$ cat src/rtl/outgoing_item_state_tracker_assert.svh
// ----------------------------------------------------------------------------
// outgoing_item_state_tracker_assert.svh
// assertion macros used by the tracker rtl
// ----------------------------------------------------------------------------
`ifndef OUTGOING_ITEM_STATE_TRACKER_ASSERT_SVH
`define OUTGOING_ITEM_STATE_TRACKER_ASSERT_SVH

// same-cycle implication, disabled while reset is asserted
`define OIST_ASSERT_NOW(label, clk, rst_n, ante, cons) \
	label: assert property (@(posedge clk) disable iff (!(rst_n)) (ante) |-> (cons)) \
		else $error("oist assertion failed");

// next-cycle implication, disabled while reset is asserted
`define OIST_ASSERT_NEXT(label, clk, rst_n, ante, cons) \
	label: assert property (@(posedge clk) disable iff (!(rst_n)) (ante) |=> (cons)) \
		else $error("oist assertion failed");

`endif

$ cat src/rtl/oist_pkg.sv
// ----------------------------------------------------------------------------
// oist_pkg
// types, constants and helpers of the outgoing item state tracker
// ----------------------------------------------------------------------------
`default_nettype none

package oist_pkg;

	localparam int DEPTH = 16;
	localparam int IDX_W = (DEPTH > 1) ? $clog2(DEPTH) : 1;
	localparam int CNT_W = $clog2(DEPTH + 1);
	localparam int ID_W = 32;
	localparam int SLOT_W = 4;
	localparam int CODE_W = 3;
	localparam int MODE_W = 2;

	localparam logic [MODE_W-1:0] MODE_START = 2'd0;
	localparam logic [MODE_W-1:0] MODE_UPDATE = 2'd1;
	localparam logic [MODE_W-1:0] MODE_QUERY = 2'd2;

	localparam logic [CODE_W-1:0] STATE_EMPTY = 3'd0;
	localparam logic [CODE_W-1:0] STATE_PENDING = 3'd1;

	typedef logic [IDX_W-1:0] idx_t;

	typedef struct packed {
		logic [ID_W-1:0] id;
		logic [CODE_W-1:0] code;
	} entry_t;

	typedef enum logic [2:0] {
		ST_IDLE,
		ST_ISSUE,
		ST_WALK,
		ST_UPD,
		ST_RESP
	} fsm_t;

	// controller to datapath
	typedef struct packed {
		logic capture;
		logic do_start;
		logic rd_first;
		logic walk_next;
		logic set_found;
		logic do_update;
	} cmd_t;

	// datapath to controller
	typedef struct packed {
		logic [MODE_W-1:0] mode;
		logic rd_empty;
		logic rd_match;
		logic walk_last;
		logic slot_ok;
	} status_t;

	function automatic idx_t prev_idx(input idx_t i);
		idx_t r;
		if (i == '0) begin
			r = IDX_W'(DEPTH - 1);
		end else begin
			r = i - 1'b1;
		end
		return r;
	endfunction

	function automatic idx_t next_idx(input idx_t i);
		idx_t r;
		if (i == IDX_W'(DEPTH - 1)) begin
			r = '0;
		end else begin
			r = i + 1'b1;
		end
		return r;
	endfunction

endpackage

`default_nettype wire

$ cat src/rtl/outgoing_item_state_tracker.sv
// ----------------------------------------------------------------------------
// outgoing_item_state_tracker
// ring of tracking slots holding id and state code of outgoing items
//
//   channel   handshake          payload
//   command   start / busy       mode, instance_id, slot_index, new_state
//   result    done (strobe)      assigned_slot, updated, found, state_code
//
// done is raised in the response state, reached via the issue state for start
// and unused modes, issue and update check for update, and issue plus one walk
// state per slot read (at most DEPTH) for a query, as the walk reads the slot
// memory one entry per cycle; busy drops the cycle after done
// reset clears the head and the per-slot valid bits at once, no sweep
// the result is shown for one cycle and cannot be held off
// ----------------------------------------------------------------------------
`default_nettype none

`include "outgoing_item_state_tracker_assert.svh"

module outgoing_item_state_tracker (
	input wire logic clk,
	input wire logic arst_n,
	input wire logic start,
	output logic busy,
	input wire logic [oist_pkg::MODE_W-1:0] mode,
	input wire logic [oist_pkg::ID_W-1:0] instance_id,
	input wire logic [oist_pkg::SLOT_W-1:0] slot_index,
	input wire logic [oist_pkg::CODE_W-1:0] new_state,
	output logic done,
	output logic [oist_pkg::SLOT_W-1:0] assigned_slot,
	output logic updated,
	output logic found,
	output logic [oist_pkg::CODE_W-1:0] state_code
);

	oist_pkg::cmd_t cmd;
	oist_pkg::status_t sts;

	oist_ctrl u_ctrl (
		.clk(clk),
		.arst_n(arst_n),
		.start(start),
		.sts(sts),
		.cmd(cmd),
		.busy(busy),
		.done(done)
	);

	oist_dp u_dp (
		.clk(clk),
		.arst_n(arst_n),
		.cmd(cmd),
		.sts(sts),
		.mode(mode),
		.instance_id(instance_id),
		.slot_index(slot_index),
		.new_state(new_state),
		.assigned_slot(assigned_slot),
		.updated(updated),
		.found(found),
		.state_code(state_code)
	);

	`OIST_ASSERT_NEXT(a_accept_busy, clk, arst_n, start && !busy, busy && !done)
	`OIST_ASSERT_NEXT(a_done_idle, clk, arst_n, done, !busy && !done)
	`OIST_ASSERT_NOW(a_one_flag, clk, arst_n, done, !(found && updated))
	`OIST_ASSERT_NOW(a_found_code, clk, arst_n, done && found, state_code != oist_pkg::STATE_EMPTY)

endmodule

`default_nettype wire

$ cat src/rtl/oist_dp.sv
// ----------------------------------------------------------------------------
// oist_dp
// slot memory, ring head, walk pointer and result registers
// ----------------------------------------------------------------------------
`default_nettype none

module oist_dp (
	input wire logic clk,
	input wire logic arst_n,
	input wire oist_pkg::cmd_t cmd,
	output oist_pkg::status_t sts,
	input wire logic [oist_pkg::MODE_W-1:0] mode,
	input wire logic [oist_pkg::ID_W-1:0] instance_id,
	input wire logic [oist_pkg::SLOT_W-1:0] slot_index,
	input wire logic [oist_pkg::CODE_W-1:0] new_state,
	output logic [oist_pkg::SLOT_W-1:0] assigned_slot,
	output logic updated,
	output logic found,
	output logic [oist_pkg::CODE_W-1:0] state_code
);

	logic [oist_pkg::MODE_W-1:0] mode_q;
	logic [oist_pkg::ID_W-1:0] id_q;
	logic [oist_pkg::SLOT_W-1:0] slot_q;
	logic [oist_pkg::CODE_W-1:0] nstate_q;

	oist_pkg::idx_t head_q;
	oist_pkg::idx_t idx_q;
	logic [oist_pkg::CNT_W-1:0] cnt_q;
	oist_pkg::entry_t rd_q;

	oist_pkg::entry_t mem [oist_pkg::DEPTH];
	logic [oist_pkg::DEPTH-1:0] valid_q;

	logic [oist_pkg::SLOT_W-1:0] assigned_q;
	logic updated_q;
	logic found_q;
	logic [oist_pkg::CODE_W-1:0] code_q;

	oist_pkg::idx_t slot_addr;
	oist_pkg::idx_t rd_addr;
	oist_pkg::idx_t wr_addr;
	oist_pkg::entry_t wr_data;
	logic rd_en;
	logic wr_en;

	always_comb begin
		slot_addr = oist_pkg::IDX_W'(slot_q);
		rd_en = cmd.rd_first | cmd.walk_next;
		if (cmd.rd_first) begin
			rd_addr = (mode_q == oist_pkg::MODE_UPDATE) ? slot_addr
				: oist_pkg::prev_idx(head_q);
		end else begin
			rd_addr = oist_pkg::prev_idx(idx_q);
		end
		wr_en = cmd.do_start | cmd.do_update;
		wr_addr = cmd.do_start ? head_q : slot_addr;
		wr_data.id = id_q;
		wr_data.code = cmd.do_start ? oist_pkg::STATE_PENDING : nstate_q;
	end

	// inputs held for the whole operation
	always_ff @(posedge clk) begin
		if (cmd.capture) begin
			mode_q <= mode;
			id_q <= instance_id;
			slot_q <= slot_index;
			nstate_q <= new_state;
		end
	end

	always_ff @(posedge clk) begin
		if (wr_en) begin
			mem[wr_addr] <= wr_data;
		end
	end

	// entries never written read as empty with id zero
	always_ff @(posedge clk) begin
		if (rd_en) begin
			rd_q <= valid_q[rd_addr] ? mem[rd_addr] : '0;
			idx_q <= rd_addr;
		end
	end

	always_ff @(posedge clk or negedge arst_n) begin
		if (!arst_n) begin
			valid_q <= '0;
			head_q <= '0;
			cnt_q <= '0;
		end else begin
			if (wr_en) begin
				valid_q[wr_addr] <= 1'b1;
			end
			if (cmd.do_start) begin
				head_q <= oist_pkg::next_idx(head_q);
			end
			if (cmd.rd_first) begin
				cnt_q <= '0;
			end else if (cmd.walk_next) begin
				cnt_q <= cnt_q + 1'b1;
			end
		end
	end

	always_ff @(posedge clk) begin
		if (cmd.capture) begin
			assigned_q <= '0;
			updated_q <= 1'b0;
			found_q <= 1'b0;
			code_q <= '0;
		end else begin
			if (cmd.do_start) begin
				assigned_q <= oist_pkg::SLOT_W'(head_q);
			end
			if (cmd.do_update) begin
				updated_q <= 1'b1;
			end
			if (cmd.set_found) begin
				found_q <= 1'b1;
				code_q <= rd_q.code;
			end
		end
	end

	always_comb begin
		sts.mode = mode_q;
		sts.rd_empty = (rd_q.code == oist_pkg::STATE_EMPTY);
		sts.rd_match = (rd_q.id == id_q);
		sts.walk_last = (cnt_q == oist_pkg::CNT_W'(oist_pkg::DEPTH - 1));
		sts.slot_ok = (32'(slot_q) < 32'(oist_pkg::DEPTH));
	end

	assign assigned_slot = assigned_q;
	assign updated = updated_q;
	assign found = found_q;
	assign state_code = code_q;

endmodule

`default_nettype wire

$ cat src/rtl/oist_ctrl.sv
// ----------------------------------------------------------------------------
// oist_ctrl
// operation sequencer: issue, slot walk, update check and response
// ----------------------------------------------------------------------------
`default_nettype none

module oist_ctrl (
	input wire logic clk,
	input wire logic arst_n,
	input wire logic start,
	input wire oist_pkg::status_t sts,
	output oist_pkg::cmd_t cmd,
	output logic busy,
	output logic done
);

	oist_pkg::fsm_t state_q;
	oist_pkg::fsm_t state_d;

	always_ff @(posedge clk or negedge arst_n) begin
		if (!arst_n) begin
			state_q <= oist_pkg::ST_IDLE;
		end else begin
			state_q <= state_d;
		end
	end

	always_comb begin
		state_d = state_q;
		unique case (state_q)
			oist_pkg::ST_IDLE: begin
				if (start) begin
					state_d = oist_pkg::ST_ISSUE;
				end
			end
			oist_pkg::ST_ISSUE: begin
				case (sts.mode)
					oist_pkg::MODE_UPDATE: state_d = oist_pkg::ST_UPD;
					oist_pkg::MODE_QUERY: state_d = oist_pkg::ST_WALK;
					default: state_d = oist_pkg::ST_RESP;
				endcase
			end
			oist_pkg::ST_WALK: begin
				if (sts.rd_empty || sts.rd_match || sts.walk_last) begin
					state_d = oist_pkg::ST_RESP;
				end
			end
			oist_pkg::ST_UPD: state_d = oist_pkg::ST_RESP;
			oist_pkg::ST_RESP: state_d = oist_pkg::ST_IDLE;
			default: state_d = oist_pkg::ST_IDLE;
		endcase
	end

	always_comb begin
		cmd = '0;
		busy = 1'b1;
		done = 1'b0;
		unique case (state_q)
			oist_pkg::ST_IDLE: begin
				busy = 1'b0;
				cmd.capture = start;
			end
			oist_pkg::ST_ISSUE: begin
				cmd.do_start = (sts.mode == oist_pkg::MODE_START);
				cmd.rd_first = (sts.mode == oist_pkg::MODE_UPDATE)
					|| (sts.mode == oist_pkg::MODE_QUERY);
			end
			oist_pkg::ST_WALK: begin
				// an empty slot ends the walk before any id compare
				cmd.set_found = !sts.rd_empty && sts.rd_match;
				cmd.walk_next = !sts.rd_empty && !sts.rd_match && !sts.walk_last;
			end
			oist_pkg::ST_UPD: begin
				cmd.do_update = sts.slot_ok && sts.rd_match;
			end
			oist_pkg::ST_RESP: begin
				done = 1'b1;
			end
			default: begin
				busy = 1'b1;
			end
		endcase
	end

endmodule

`default_nettype wire

$ cat config.mk
export PLATFORM = sky130hd
export DESIGN_NAME = outgoing_item_state_tracker
export DESIGN_NICKNAME = d
export VERILOG_FILES = /design/src/rtl/oist_pkg.sv /design/src/rtl/outgoing_item_state_tracker.sv /design/src/rtl/oist_dp.sv /design/src/rtl/oist_ctrl.sv
export VERILOG_INCLUDE_DIRS = /design/src /design/src/rtl
export SDC_FILE = /design/constraint.sdc
export NUM_CORES = 1
export LEC_CHECK = 0
export BUFFER_PORTS_ARGS = -buffer_cell sky130_fd_sc_hd__buf_2
export CORE_MARGIN = 1.5
export CORE_UTILIZATION = 56
export DETAILED_ROUTE_END_ITERATION = 6
export GPL_ROUTABILITY_DRIVEN = 0
export PLACE_DENSITY = 0.85
export SLEW_MARGIN = 0
export SYNTH_ARGS = -nofsm -noshare
export SYNTH_HDL_FRONTEND = slang
export SYNTH_HIERARCHICAL = 1
export SYNTH_SLANG_ARGS = --single-unit
$ cat constraint.sdc
create_clock -name clk -period 4.1 [get_ports clk]
set_clock_uncertainty 0.05 [all_clocks]
set_input_delay 0.82 -clock clk [delete_from_list [all_inputs] [get_ports clk]]
set_output_delay 0.82 -clock clk [all_outputs]
set_load 0.1 [all_outputs]
-- After elaboration in Yosys (flattened, before gate mapping)
Memory sizes are Yosys's and may differ from the RTL's. A register that Yosys moved wholly into a read port is not among the register bits.
Index checks and enable logic that the tools add are counted.
- mux-type cells: 25
- order comparisons: 3
- add/subtract/negate cells: 4
- reductions and logical operators: 18
- bitwise logic cells: 3
- eq/ne operators: 11
- operators with widths (kind ; count):
    $eq 32x32->1 ; 1
    $mux 4 ; 6
    $or 16x16->16 ; 1
    $pmux 3 s4 ; 1
    $lt 4x5->1 const B ; 2
    $mux 5 ; 2
    $mux 3 ; 3
    $logic_not 4->1 ; 2
    $mux 1 ; 8
    $sub 4x1->4 const B ; 2
    $eq 3x2->1 const B ; 2
    $logic_not 3->1 ; 2
    $pmux 3 s2 ; 1
    $add 5x1->5 const B ; 1
    $eq 5x4->1 const B ; 1
    $add 4x1->4 const B ; 1
    $bmux 1 s4 ; 1
    $demux 1 s4 ; 1
    $eq 4x4->1 const B ; 1
    $ge 4x1->1 const B ; 1
    $logic_and 1x1->1 ; 4
    $logic_not 1->1 ; 4
    $mux 2 ; 2
    $eq 3x1->1 const B ; 1
    other kinds (10) ; 13
- bits in writable memories: 560
- word-level logic and storage cells: 78
- memories kept: 1
- output and inout port bits: 11
- bits of input ports: 44
- register bits after elaboration: 82
- memory list (name ; words ; width ; rd ports ; clocked after Yosys merged registers in ; write ports ; line ; text):
    u_dp.mem ; 16 ; 35 ; 1 ; 1 ; 1 ; oist_dp.sv:32 ; oist_pkg::entry_t mem [oist_pkg::DEPTH];

-- Logic depth before layout (Yosys ltp)
Gate-level depths: netlist of the first run.
- depth in word-level cells: 9
- mapped depth: 12
- depth with buffers taken out: 11

-- Modules after synthesis
Netlist of the first run, hierarchy kept.
- by module, submodules not included (module ; area an instance (µm²) ; instances ; cells an instance):
    oist_dp ; 25718.4 ; 1 ; 1176
    oist_ctrl ; 234.0 ; 1 ; 28

-- Least setup slack after synthesis of the first run
No wires, ideal clock.
- kind: register to register
- start: register u_dp/id_q[18] in the netlist's numbering
- end: memory u_dp/mem[1][0] in the netlist's numbering (enable)
- cell stages (with the launch flop): 10
- period minus slack after synthesis: 3918 ps
- arrival: 3440 ps
- setup time: 428 ps
- setup slack: 182 ps
- buffers on the path: 0
- path through: edfxtp_1 -> xor2_1 -> nor4_1 -> nand4_1 -> nor2_1 -> nand2_1 -> nor2_1 -> nand2_1 -> o32a_1 -> nor2_1
- RTL lines (what ; line ; text):
    start: declaration ; oist_dp.sv:23 ; logic [oist_pkg::ID_W-1:0] id_q;
    start signal: assignment ; oist_dp.sv:66 ; id_q <= instance_id;
    end: declaration ; oist_dp.sv:32 ;

==> impl_metrics.ini, run 1 <==
[outcome]
status = finished, final reports clean

[pwr]
seqPwrFrac_pct = 38.1
clockPowerShare_pct = 26.1
p_int_mw = 15.65
p_leak_nw = 9.703
p_comb_share_pct = 35.8
powerDensity_nw_per_um2 = 793.8
ir_worst_vdd_uv = 755.7
p_switching_mw = 8.074
p_sw_share_pct = 34.03

[routing]
wire_per_inst_um = 31.17
totalWireLength_mm = 62.29
drtAntennaViolNets = 0
dr.pass1.iters = 5
avgViaCountPerCell = 6.570
dr.first_iter.drc_count = 1996
drc = 0
vias = 13130

[timing]
hold_violations = 0
rsz0062_at_grt = false
fmax_ghz = 0.2564
tns_ps = 0
slew-limit-headroom_pct = 21.35
slew_violations = 0
setup_viol = 0
finalCritPeriodShare_pct = 95.14
tightest_slew_ps = 1174
fin_crit_ps = 3901

[setup_path]
critical_path_required_ps = 4300
worstRegToRegCells = 11
cp-start-kind = flop
end_kind = flop
path_max_fanout = 36
cp.arrival_ps = 4100
rrSetupSlack_ps = 200
setup.worst_path.class = flop to flop

[clock_tree]
cts.sinks = 677
cts.clk_slew.worst_paths_ps = 60
cts_tree = yes
root_buffer = clkbuf_16
cts_max_level = 3
clock_latency_ps = 610
cts_setup_buffers = 0
clk_path_buf_depth = 3
cts_buffers = 67

[global_routing]
grt_pass1_vias = 13700
antenna_found_initial = 0
grt_max_degree = 51
grt_pass1_wl_mm = 91.44
track_usage_pct = 27.01
grt-ovfl-total = 0

[floorplan]
dieWidth_um = 218.3
fp-row-count = 78
io_pins = 55
start_util_pct = 56.94
coreArea_um2 = 45580
die_h_um = 218.3
die-area_um2 = 47640

[synthesis]
synthMuxAreaShare_pct = 12.77
yosys.area_share.adder_pct = 0.3375
netlist.area_leader.share_pct = 74.05
yosysWarnings = 6
post_synth.cell_area_avg_um2 = 21.56
synth_compound_area_share_pct = 4.088
synth_top_family_by_area = multiplexers
syn_area_um2 = 25950
ys_seq_elements = 677
syn_inst = 1204
synthSimpleGateAreaFrac_pct = 2.468
ys_top_cells_by_area = edfxtp_1 74%, mux4_2 12%, dfrtp_1 2.7%, a22oi_1 2.0%, xor2_1 1.2%
ys_types = 55
synth_fp_nets = 1255
synth_edf_count = 640
ys_seq_area_share_pct = 77.45
synth_xor_xnor_area_share_pct = 1.282
synthFlopType = edfxtp_1
async_reset_ff_share_pct = 4.136
synth_top_area_cell = edfxtp_1

[cells_and_area]
final_cell_mix = 640 x edfxtp_1, 144 x mux4_2, 70 x clkbuf_16, 70 x a22oi_1, 54 x buf_2
area_delta_synth_final_pct = 15.15
multiInputGateArea_um2 = 5624
drive_gt1_share_pct = 31.97
register_area_um2 = 20100
antennaDiodeCount = 0
final_common_cell = edfxtp_1
nFillCells = 2666
fin_nets = 1398
design_area_um2 = 29880

[flow_run]
maxCapViolCount = 0

[placement]
place_area_um2 = 27680
port_buffers = 54
dpl.hpwl_mm = 32.45

[worst_hold_path]
hold_class = primary input to asynchronous set/reset pin
cells by family after synthesis:
kind of cell / after synthesis
compound gates: 141
xor+xnor: 38
fa+ha+maj: 7
mux: 151
other cells: 1
buf+inv: 73
simple gates: 116
flops: 677
path summary, 6_finish.rpt:
kind                                  start          endpoint
min in group clk            instance_id[27]     u_dp/id_q[27]
setup / recovery              u_dp/id_q[22]  u_dp/mem[11][17]
max in group asynchronous            arst_n  u_dp/valid_q[10]
hold / removal                       arst_n     u_dp/cnt_q[3]
setup reg to reg              u_dp/id_q[22]  u_dp/mem[11][17]
hold reg to reg            u_dp/valid_q[12]  u_dp/valid_q[12]
flip-flops by register name (all words and copies together) (netlist names), 3 cells and up:
register,flops
u_dp/cnt_q,5
u_dp/assigned_slot,4
u_dp/idx_q,4
u_dp/nstate_q,3
u_dp/mem,560
u_dp/rd_q,35
u_dp/head_q,4
u_dp/slot_addr,4
u_dp/id_q,32
u_ctrl/state_q,3
u_dp/state_code,3
u_dp/valid_q,16
worst max-delay path, cell delays in order, from the launching register on:
cell and delay (ps):
edfxtp_1 620, xor2_1 260, nor4_1 520, nand4_1 150, nor2_1 350, nand2_1 140
nor2_1 220, nand2_1 120, nor3b_1 240, a31oi_1 250, nor2_4 300, buf_12 330
routing by layer:
metal	vias to the layer above	global-route usage (%)	part of all wire, %
met5	-	0	0
met4	0	11.89	4.2
met3	168	4.551	9.5
met2	917	44.87	50
met1	6759	35.54	36
li1	5283	-	-
power groups by stage:
stage                     combinational [mW]  sequential (mW)  clock (mW)
final                                   8.49             9.04        6.19
after CTS                               8.45             9.04        6.25
after global routing                    8.91             9.09        6.51
after detailed placement                8.18             9.15           0
after global placement                  7.95             9.12           0
after floorplan                         5.81             9.15           0
Yosys cell counts, types with 3 or more instances:
library cell  number
buf_2              7
clkbuf_1          31
buf_4              8
a22oi_1           70
mux2i_1            7
nor2b_1            4
mux4_2           144
o21bai_1           3
dfrtp_1           28
buf_6              7
nand2b_1           4
a21oi_2           30
nor4_1             9
nor3_1             5
a31oi_1            5
dfxtp_1            9
nor3b_1            4
nand2_1           12
ha_1               7
edfxtp_1         640
or2_2             18
nor2_1            40
buf_12             3
a21oi_1           17
xor2_1            36
inv_1             14
and3_1             3
nand4_1            3
o21ai_0            3
per-stage QoR:
stage	total power, mW	cells	util (%)	hold slack [ps]	setup WS [ps]
after global placement	17.07	1878	60.74	397.7	214.2
after detailed placement	17.33	1878	60.74	397.1	72.48
after floorplan	14.96	1204	-	383.7	182.3
after global routing	24.51	1998	65.57	237.3	14.98
final	23.72	1998	65.57	194.6	199.2
after CTS	23.74	1998	65.55	189.6	243.7
timing repair:
item                       CTS  global route
hold buffers                 0             0
pin swaps                    0             0
resized for setup            1             1
setup endpoints to repair  104            38
final cells by class:
| cell class | instances | share of cell area, % |
|---|---|---|
| clock buffer | 85 | 6.050 |
| clock inverter | 35 | 1.264 |
| inverter | 15 | 0.1884 |
| multi-input combinational | 454 | 18.82 |
| sequential | 677 | 67.26 |
| tap | 600 | 2.512 |
| timing repair buffer | 132 | 3.910 |
(Power assumes the default switching activity.)
==> run 2, diff against run 1 <==
--- a/config.mk
+++ b/config.mk
@@ -7,6 +7,7 @@
 export NUM_CORES = 1
 export LEC_CHECK = 0
 export BUFFER_PORTS_ARGS = -buffer_cell sky130_fd_sc_hd__buf_2
+export CORE_ASPECT_RATIO = 1.5
 export CORE_MARGIN = 1.5
 export CORE_UTILIZATION = 56
 export DETAILED_ROUTE_END_ITERATION = 6
==> constraint.sdc (replaced) <==
create_clock -name clk -period 4.1 [get_ports clk]
set_clock_uncertainty 0.05 [all_clocks]
set_input_delay 0.205 -clock clk [delete_from_list [all_inputs] [get_ports clk]]
set_output_delay 0.205 -clock clk [all_outputs]
set_load 0.1 [all_outputs]
==> impl_metrics.ini, run 2 (synthesis gave the netlist of run 1 again) <==
[routing]
avgViaCountPerCell = 6.519
totalWireLength_mm = 60.96
vias = 13190
dr.first_iter.drc_count = 1540
wire_per_inst_um = 30.13
drtAntennaViolNets = 0
drc = 1
dr.pass1.iters = 7

[setup_path]
critical_path_required_ps = 4340
path_max_fanout = 11
crit_top_cell = buf_4
cp.arrival_ps = 4220
crit_chain = xor2_1 > nor4_1 > buf_4 > nand4_1 > nor2_1 > buf_4 > nand2_1 > nor2_1 > nand2_1 > nor3b_1 > a31oi_1 > nor2_4 > buf_4
setup.worst_path.class = flop to flop
slowest_stage = nor4_1
worst-path-buf-inv = 3
crit_family = simple AND/OR/NAND/NOR gates
end_kind = flop
cp-start-kind = flop
cp_slowest_stage_delay_ps = 580

[outcome]
status = finished with violations
violations = DRC

[cells_and_area]
largest_register = u_dp/mem
nFillCells = 2700
largestRegisters = u_dp/mem: 560 flops, u_dp/rd_q: 35 flops, u_dp/id_q: 32 flops
register_area_um2 = 20100
antennaDiodeCount = 0
final_cell_mix = 640 x edfxtp_1, 144 x mux4_2, 70 x a22oi_1
fin_cells = 2023
drive_gt1_share_pct = 30.73
largest_reg_flops = 560
final_common_cell = edfxtp_1
area_delta_synth_final_pct = 16.02
fin_nets = 1442
multiInputGateArea_um2 = 5609

[floorplan]
dieWidth_um = 178.8
start_util_pct = 56.71
fp-row-count = 96
die_h_um = 266.7
die-area_um2 = 47670
coreArea_um2 = 45760
io_pins = 55

[clock_tree]
ctsResizeCount = 0
cts.clk_slew.worst_paths_ps = 70
cts_buffers = 56
root_buffer = clkbuf_16
cts.sinks = 677
cts_tree = yes
cts_max_level = 2
clock_latency_ps = 610
clk_path_buf_depth = 3
holdBufCountCts = 43
cts_setup_buffers = 0

[global_routing]
grt_max_degree = 53
antenna_found_initial = 0
track_usage_pct = 26.53
grt_pass1_vias = 14150
grt-ovfl-total = 0
grt_pass1_wl_mm = 90.18

[pwr]
total_power_mw = 22.65
ir_worst_vdd_uv = 734.6
p_leak_nw = 9.785
powerDensity_nw_per_um2 = 752.2

[timing]
finalCritPeriodShare_pct = 97.22
fmax_ghz = 0.2509
setup_viol = 0
slew-limit-headroom_pct = 17.43
slew_violations = 0
hold_violations = 0
fin_crit_ps = 3986
rsz0062_at_grt = false
tightest_slew_ps = 1239
tns_ps = 0

[placement]
port_buffers = 54
dpl.hpwl_mm = 34.51
dp_cells = 1878

[worst_hold_path]
hold_class = primary input to asynchronous set/reset pin

[flow_run]
maxCapViolCount = 0
[run 2: cell count changes in the layout (fill, tap and decap cells not counted), sizes merged]
cell         change
dlygate4sd3     +43
buf             +12
clkbuf          -12
bufinv           -3
clkinv           -1
clkinvlp         -1
inv              -1
[run 2: area by class of cell]
class / count / share of cell area (%)
clock inverters: 29 / 0.8727
flip-flops and latches: 677 / 66.76
clock buffers: 73 / 5.003
inverters: 15 / 0.1870
repair buffers: 187 / 6.109
multi-input cells: 454 / 18.63
well taps: 588 / 2.443
[run 2: path summary, 6_finish.rpt]
check	cells after the start	slack [ps]	to	start
max	13	110	u_dp/mem[7][34]	u_dp/id_q[29]
min	2	130	u_dp/valid_q[11]	arst_n
max reg2reg	13	110	u_dp/mem[7][34]	u_dp/id_q[29]
min reg2reg	1	420	u_dp/valid_q[8]	u_dp/valid_q[8]
max in group asynchronous	2	3420	u_dp/cnt_q[0]	arst_n
min in group clk	2	250	u_dp/id_q[22]	instance_id[22]
[run 2: metrics by stage]
stage | hold WS (ps) | cell area [um^2] | utilization, % | setup slack [ps]
floorplan | -140.6 | 25950 | - | 182.3
global placement | 212.0 | 27910 | 60.99 | 170.0
detailed placement | 229.8 | 27910 | 60.99 | 160.5
CTS | 142.3 | 30110 | 65.79 | 153.1
global route | 208.2 | 30110 | 65.79 | 29.41
finish | 131.6 | 30110 | 65.79 | 114.0
[run 2: power by group]
part           total, mW  switching (mW)  internal, mW
combinational       8.38            4.90          3.48
clock               5.23            2.39          2.85
sequential          9.03           0.416          8.62
total               22.6            7.70          14.9
[run 2: per-layer routing]
layer	share of wire (%)	global-route usage [%]
met1	34	32.55
met2	54	46.61
met3	7.5	3.889
met4	4.4	11.78
met5	0	0
==> run 3, diff against run 2 <==
--- a/config.mk
+++ b/config.mk
@@ -9,10 +9,10 @@
 export BUFFER_PORTS_ARGS = -buffer_cell sky130_fd_sc_hd__buf_2
 export CORE_ASPECT_RATIO = 1.5
 export CORE_MARGIN = 1.5
-export CORE_UTILIZATION = 56
+export CORE_UTILIZATION = 60
 export DETAILED_ROUTE_END_ITERATION = 6
 export GPL_ROUTABILITY_DRIVEN = 0
-export PLACE_DENSITY = 0.85
+export PLACE_DENSITY = 0.87
 export SLEW_MARGIN = 0
 export SYNTH_ARGS = -nofsm -noshare
 export SYNTH_HDL_FRONTEND = slang
==> constraint.sdc (replaced) <==
create_clock -name clk -period 3.7 [get_ports clk]
set_clock_uncertainty 0.05 [all_clocks]
set_input_delay 0.185 -clock clk [delete_from_list [all_inputs] [get_ports clk]]
set_output_delay 0.185 -clock clk [all_outputs]
set_load 0.1 [all_outputs]
==> impl_metrics.ini, run 3 (synthesis gave the netlist of run 1 again) <==
[floorplan]
die-area_um2 = 44540
die_h_um = 257.7
fp-row-count = 93
start_util_pct = 60.61
io_pins = 55
coreArea_um2 = 42820
dieWidth_um = 172.8

[routing]
avgViaCountPerCell = 6.858
drtAntennaViolNets = 0
wire_per_inst_um = 33.58
totalWireLength_mm = 68.74
vias = 14040
drc = 0
dr.first_iter.drc_count = 2170
dr.pass1.iters = 5

[timing]
slew_violations = 0
hold-worst-slack_ps = 142.0
rsz0062_at_grt = false
hold_violations = 0
tns_ps = 0
setup_viol = 0
setup_ws_ps = 26.82
slew-limit-headroom_pct = 14.70
finalCritPeriodShare_pct = 99.28
fmax_ghz = 0.2722
tightest_slew_ps = 1277
fin_crit_ps = 3673

[cells_and_area]
final_cell_mix = 640 x edfxtp_1, 144 x mux4_2, 98 x buf_4
final_common_cell = edfxtp_1
final_core_util_pct = 71.32
area_delta_synth_final_pct = 17.67
largest_register = u_dp/mem
drive_gt1_share_pct = 34.06
largest_reg_flops = 560
largestRegisters = u_dp/mem: 560 flops, u_dp/rd_q: 35 flops, u_dp/id_q: 32 flops
fin_nets = 1482
antennaDiodeCount = 0
fin_cells = 2047

[setup_path]
path_max_fanout = 29
critical_path_required_ps = 3950
worstRegToRegCells = 12
rr_endpoint = u_dp/mem[7][24]
rrSetupSlack_ps = 30
setup.worst_path.class = flop to flop
cp-start-kind = flop
cp.arrival_ps = 3920
r2r-start = u_dp/id_q[20]
end_kind = flop

[clock_tree]
cts_max_level = 2
cts_tree = yes
cts_buffers = 56
root_buffer = clkbuf_16
clock_latency_ps = 640
clk_path_buf_depth = 3
cts.clk_slew.worst_paths_ps = 70
cts.sinks = 677

[global_routing]
grt_max_degree = 47
grt-ovfl-total = 0
grt_pass1_vias = 14610
antenna_found_initial = 0
track_usage_pct = 31.38
grt_pass1_wl_mm = 99.01

[flow_run]
maxCapViolCount = 0

[pwr]
p_leak_nw = 10.04
powerDensity_nw_per_um2 = 868.2
ir_worst_vdd_uv = 814.7

[placement]
port_buffers = 54
pre_cts_ws_ps = 35.49
dp_cells = 1894
dpl.hpwl_mm = 37.47

[outcome]
status = finished, final reports clean

[worst_hold_path]
hold_class = primary input to asynchronous set/reset pin
[run 3: changes by cell type in the layout (fill, tap and decap cells not counted), moves of 5 or more]
| cell | previous run | this run |
|---|---|---|
| nor4_2 | 1 | 7 |
| buf_12 | 37 | 32 |
| clkbuf_1 | 14 | 3 |
| clkinvlp_4 | 1 | 8 |
| buf_4 | 53 | 98 |
| nor4_1 | 9 | 3 |
| bufinv_16 | 4 | 9 |
[run 3: metal layers]
layer | global-route usage, % | up-vias | share of wire (%)
met2 | 53.26 | 1249 | 51
met1 | 38.13 | 7055 | 31
li1 | - | 5428 | -
met5 | 0 | - | 0
met3 | 5.286 | 307 | 11
met4 | 19.15 | 0 | 6.8
[run 3: layout make-up]
type / instances / area (um^2)
Inverter: 15 / 56.30
Timing Repair Buffer: 227 / 2077
Fill cell: 2339 / 12280
Clock inverter: 44 / 491.7
Sequential cell: 677 / 20100
Tap cell: 570 / 713.2
Clock buffer: 60 / 1438
Multi-Input combinational cell: 454 / 5663
[run 3: power breakdown]
part	switching [mW]	leakage (nW)	internal, mW
registers	0.399	6.21	9.54
clock network	2.80	0.925	3.47
logic	6.14	2.90	4.16
[run 3: what timing repair did]
| action | CTS | global route |
|---|---|---|
| resized for setup | 2 | 7 |
| gates cloned | 0 | 0 |
| endpoints found under the hold margin | 74 | 0 |
| setup endpoints to repair | 543 | 550 |
| pin swaps | 0 | 1 |
| hold buffers | 43 | 0 |
| setup buffers | 2 | 4 |
[run 3: per-stage QoR]
step | power, mW | area [um^2]
final | 26.51 | 30540
after global routing | 27.13 | 30540
after CTS | 26.15 | 30450
after detailed placement | 19.69 | 28070
after global placement | 19.26 | 28070
after floorplan | 16.58 | 25980
[run 3: worst max-delay path by stage]
| stage | from | to | slack [ps] | cells after the start |
|---|---|---|---|---|
| floorplan | u_dp/id_q[18] | u_dp/mem[13][0] | -210 | 9 |
| global placement | u_dp/id_q[20] | u_dp/mem[12][21] | 160 | 11 |
| detailed placement | u_dp/id_q[11] | u_dp/mem[7][8] | 40 | 12 |
| CTS | u_dp/id_q[19] | u_dp/mem[11][6] | 20 | 12 |
| global route | u_dp/mode_q[0] | u_dp/rd_q[3] | 20 | 10 |
| finish | u_dp/id_q[20] | u_dp/mem[7][24] | 30 | 12 |
[run 3: worst max-delay path, stage by stage (launching register included)]
cell      delay, ps
edfxtp_1        500
xor2_1          250
nor4_2          360
nand4_1         280
nor2_1          230
buf_4           160
nand2_1          80
nor2_1          270
nand2_1         150
nor3b_2         240
a31oi_2         150
nor2_4          310
buf_12          270
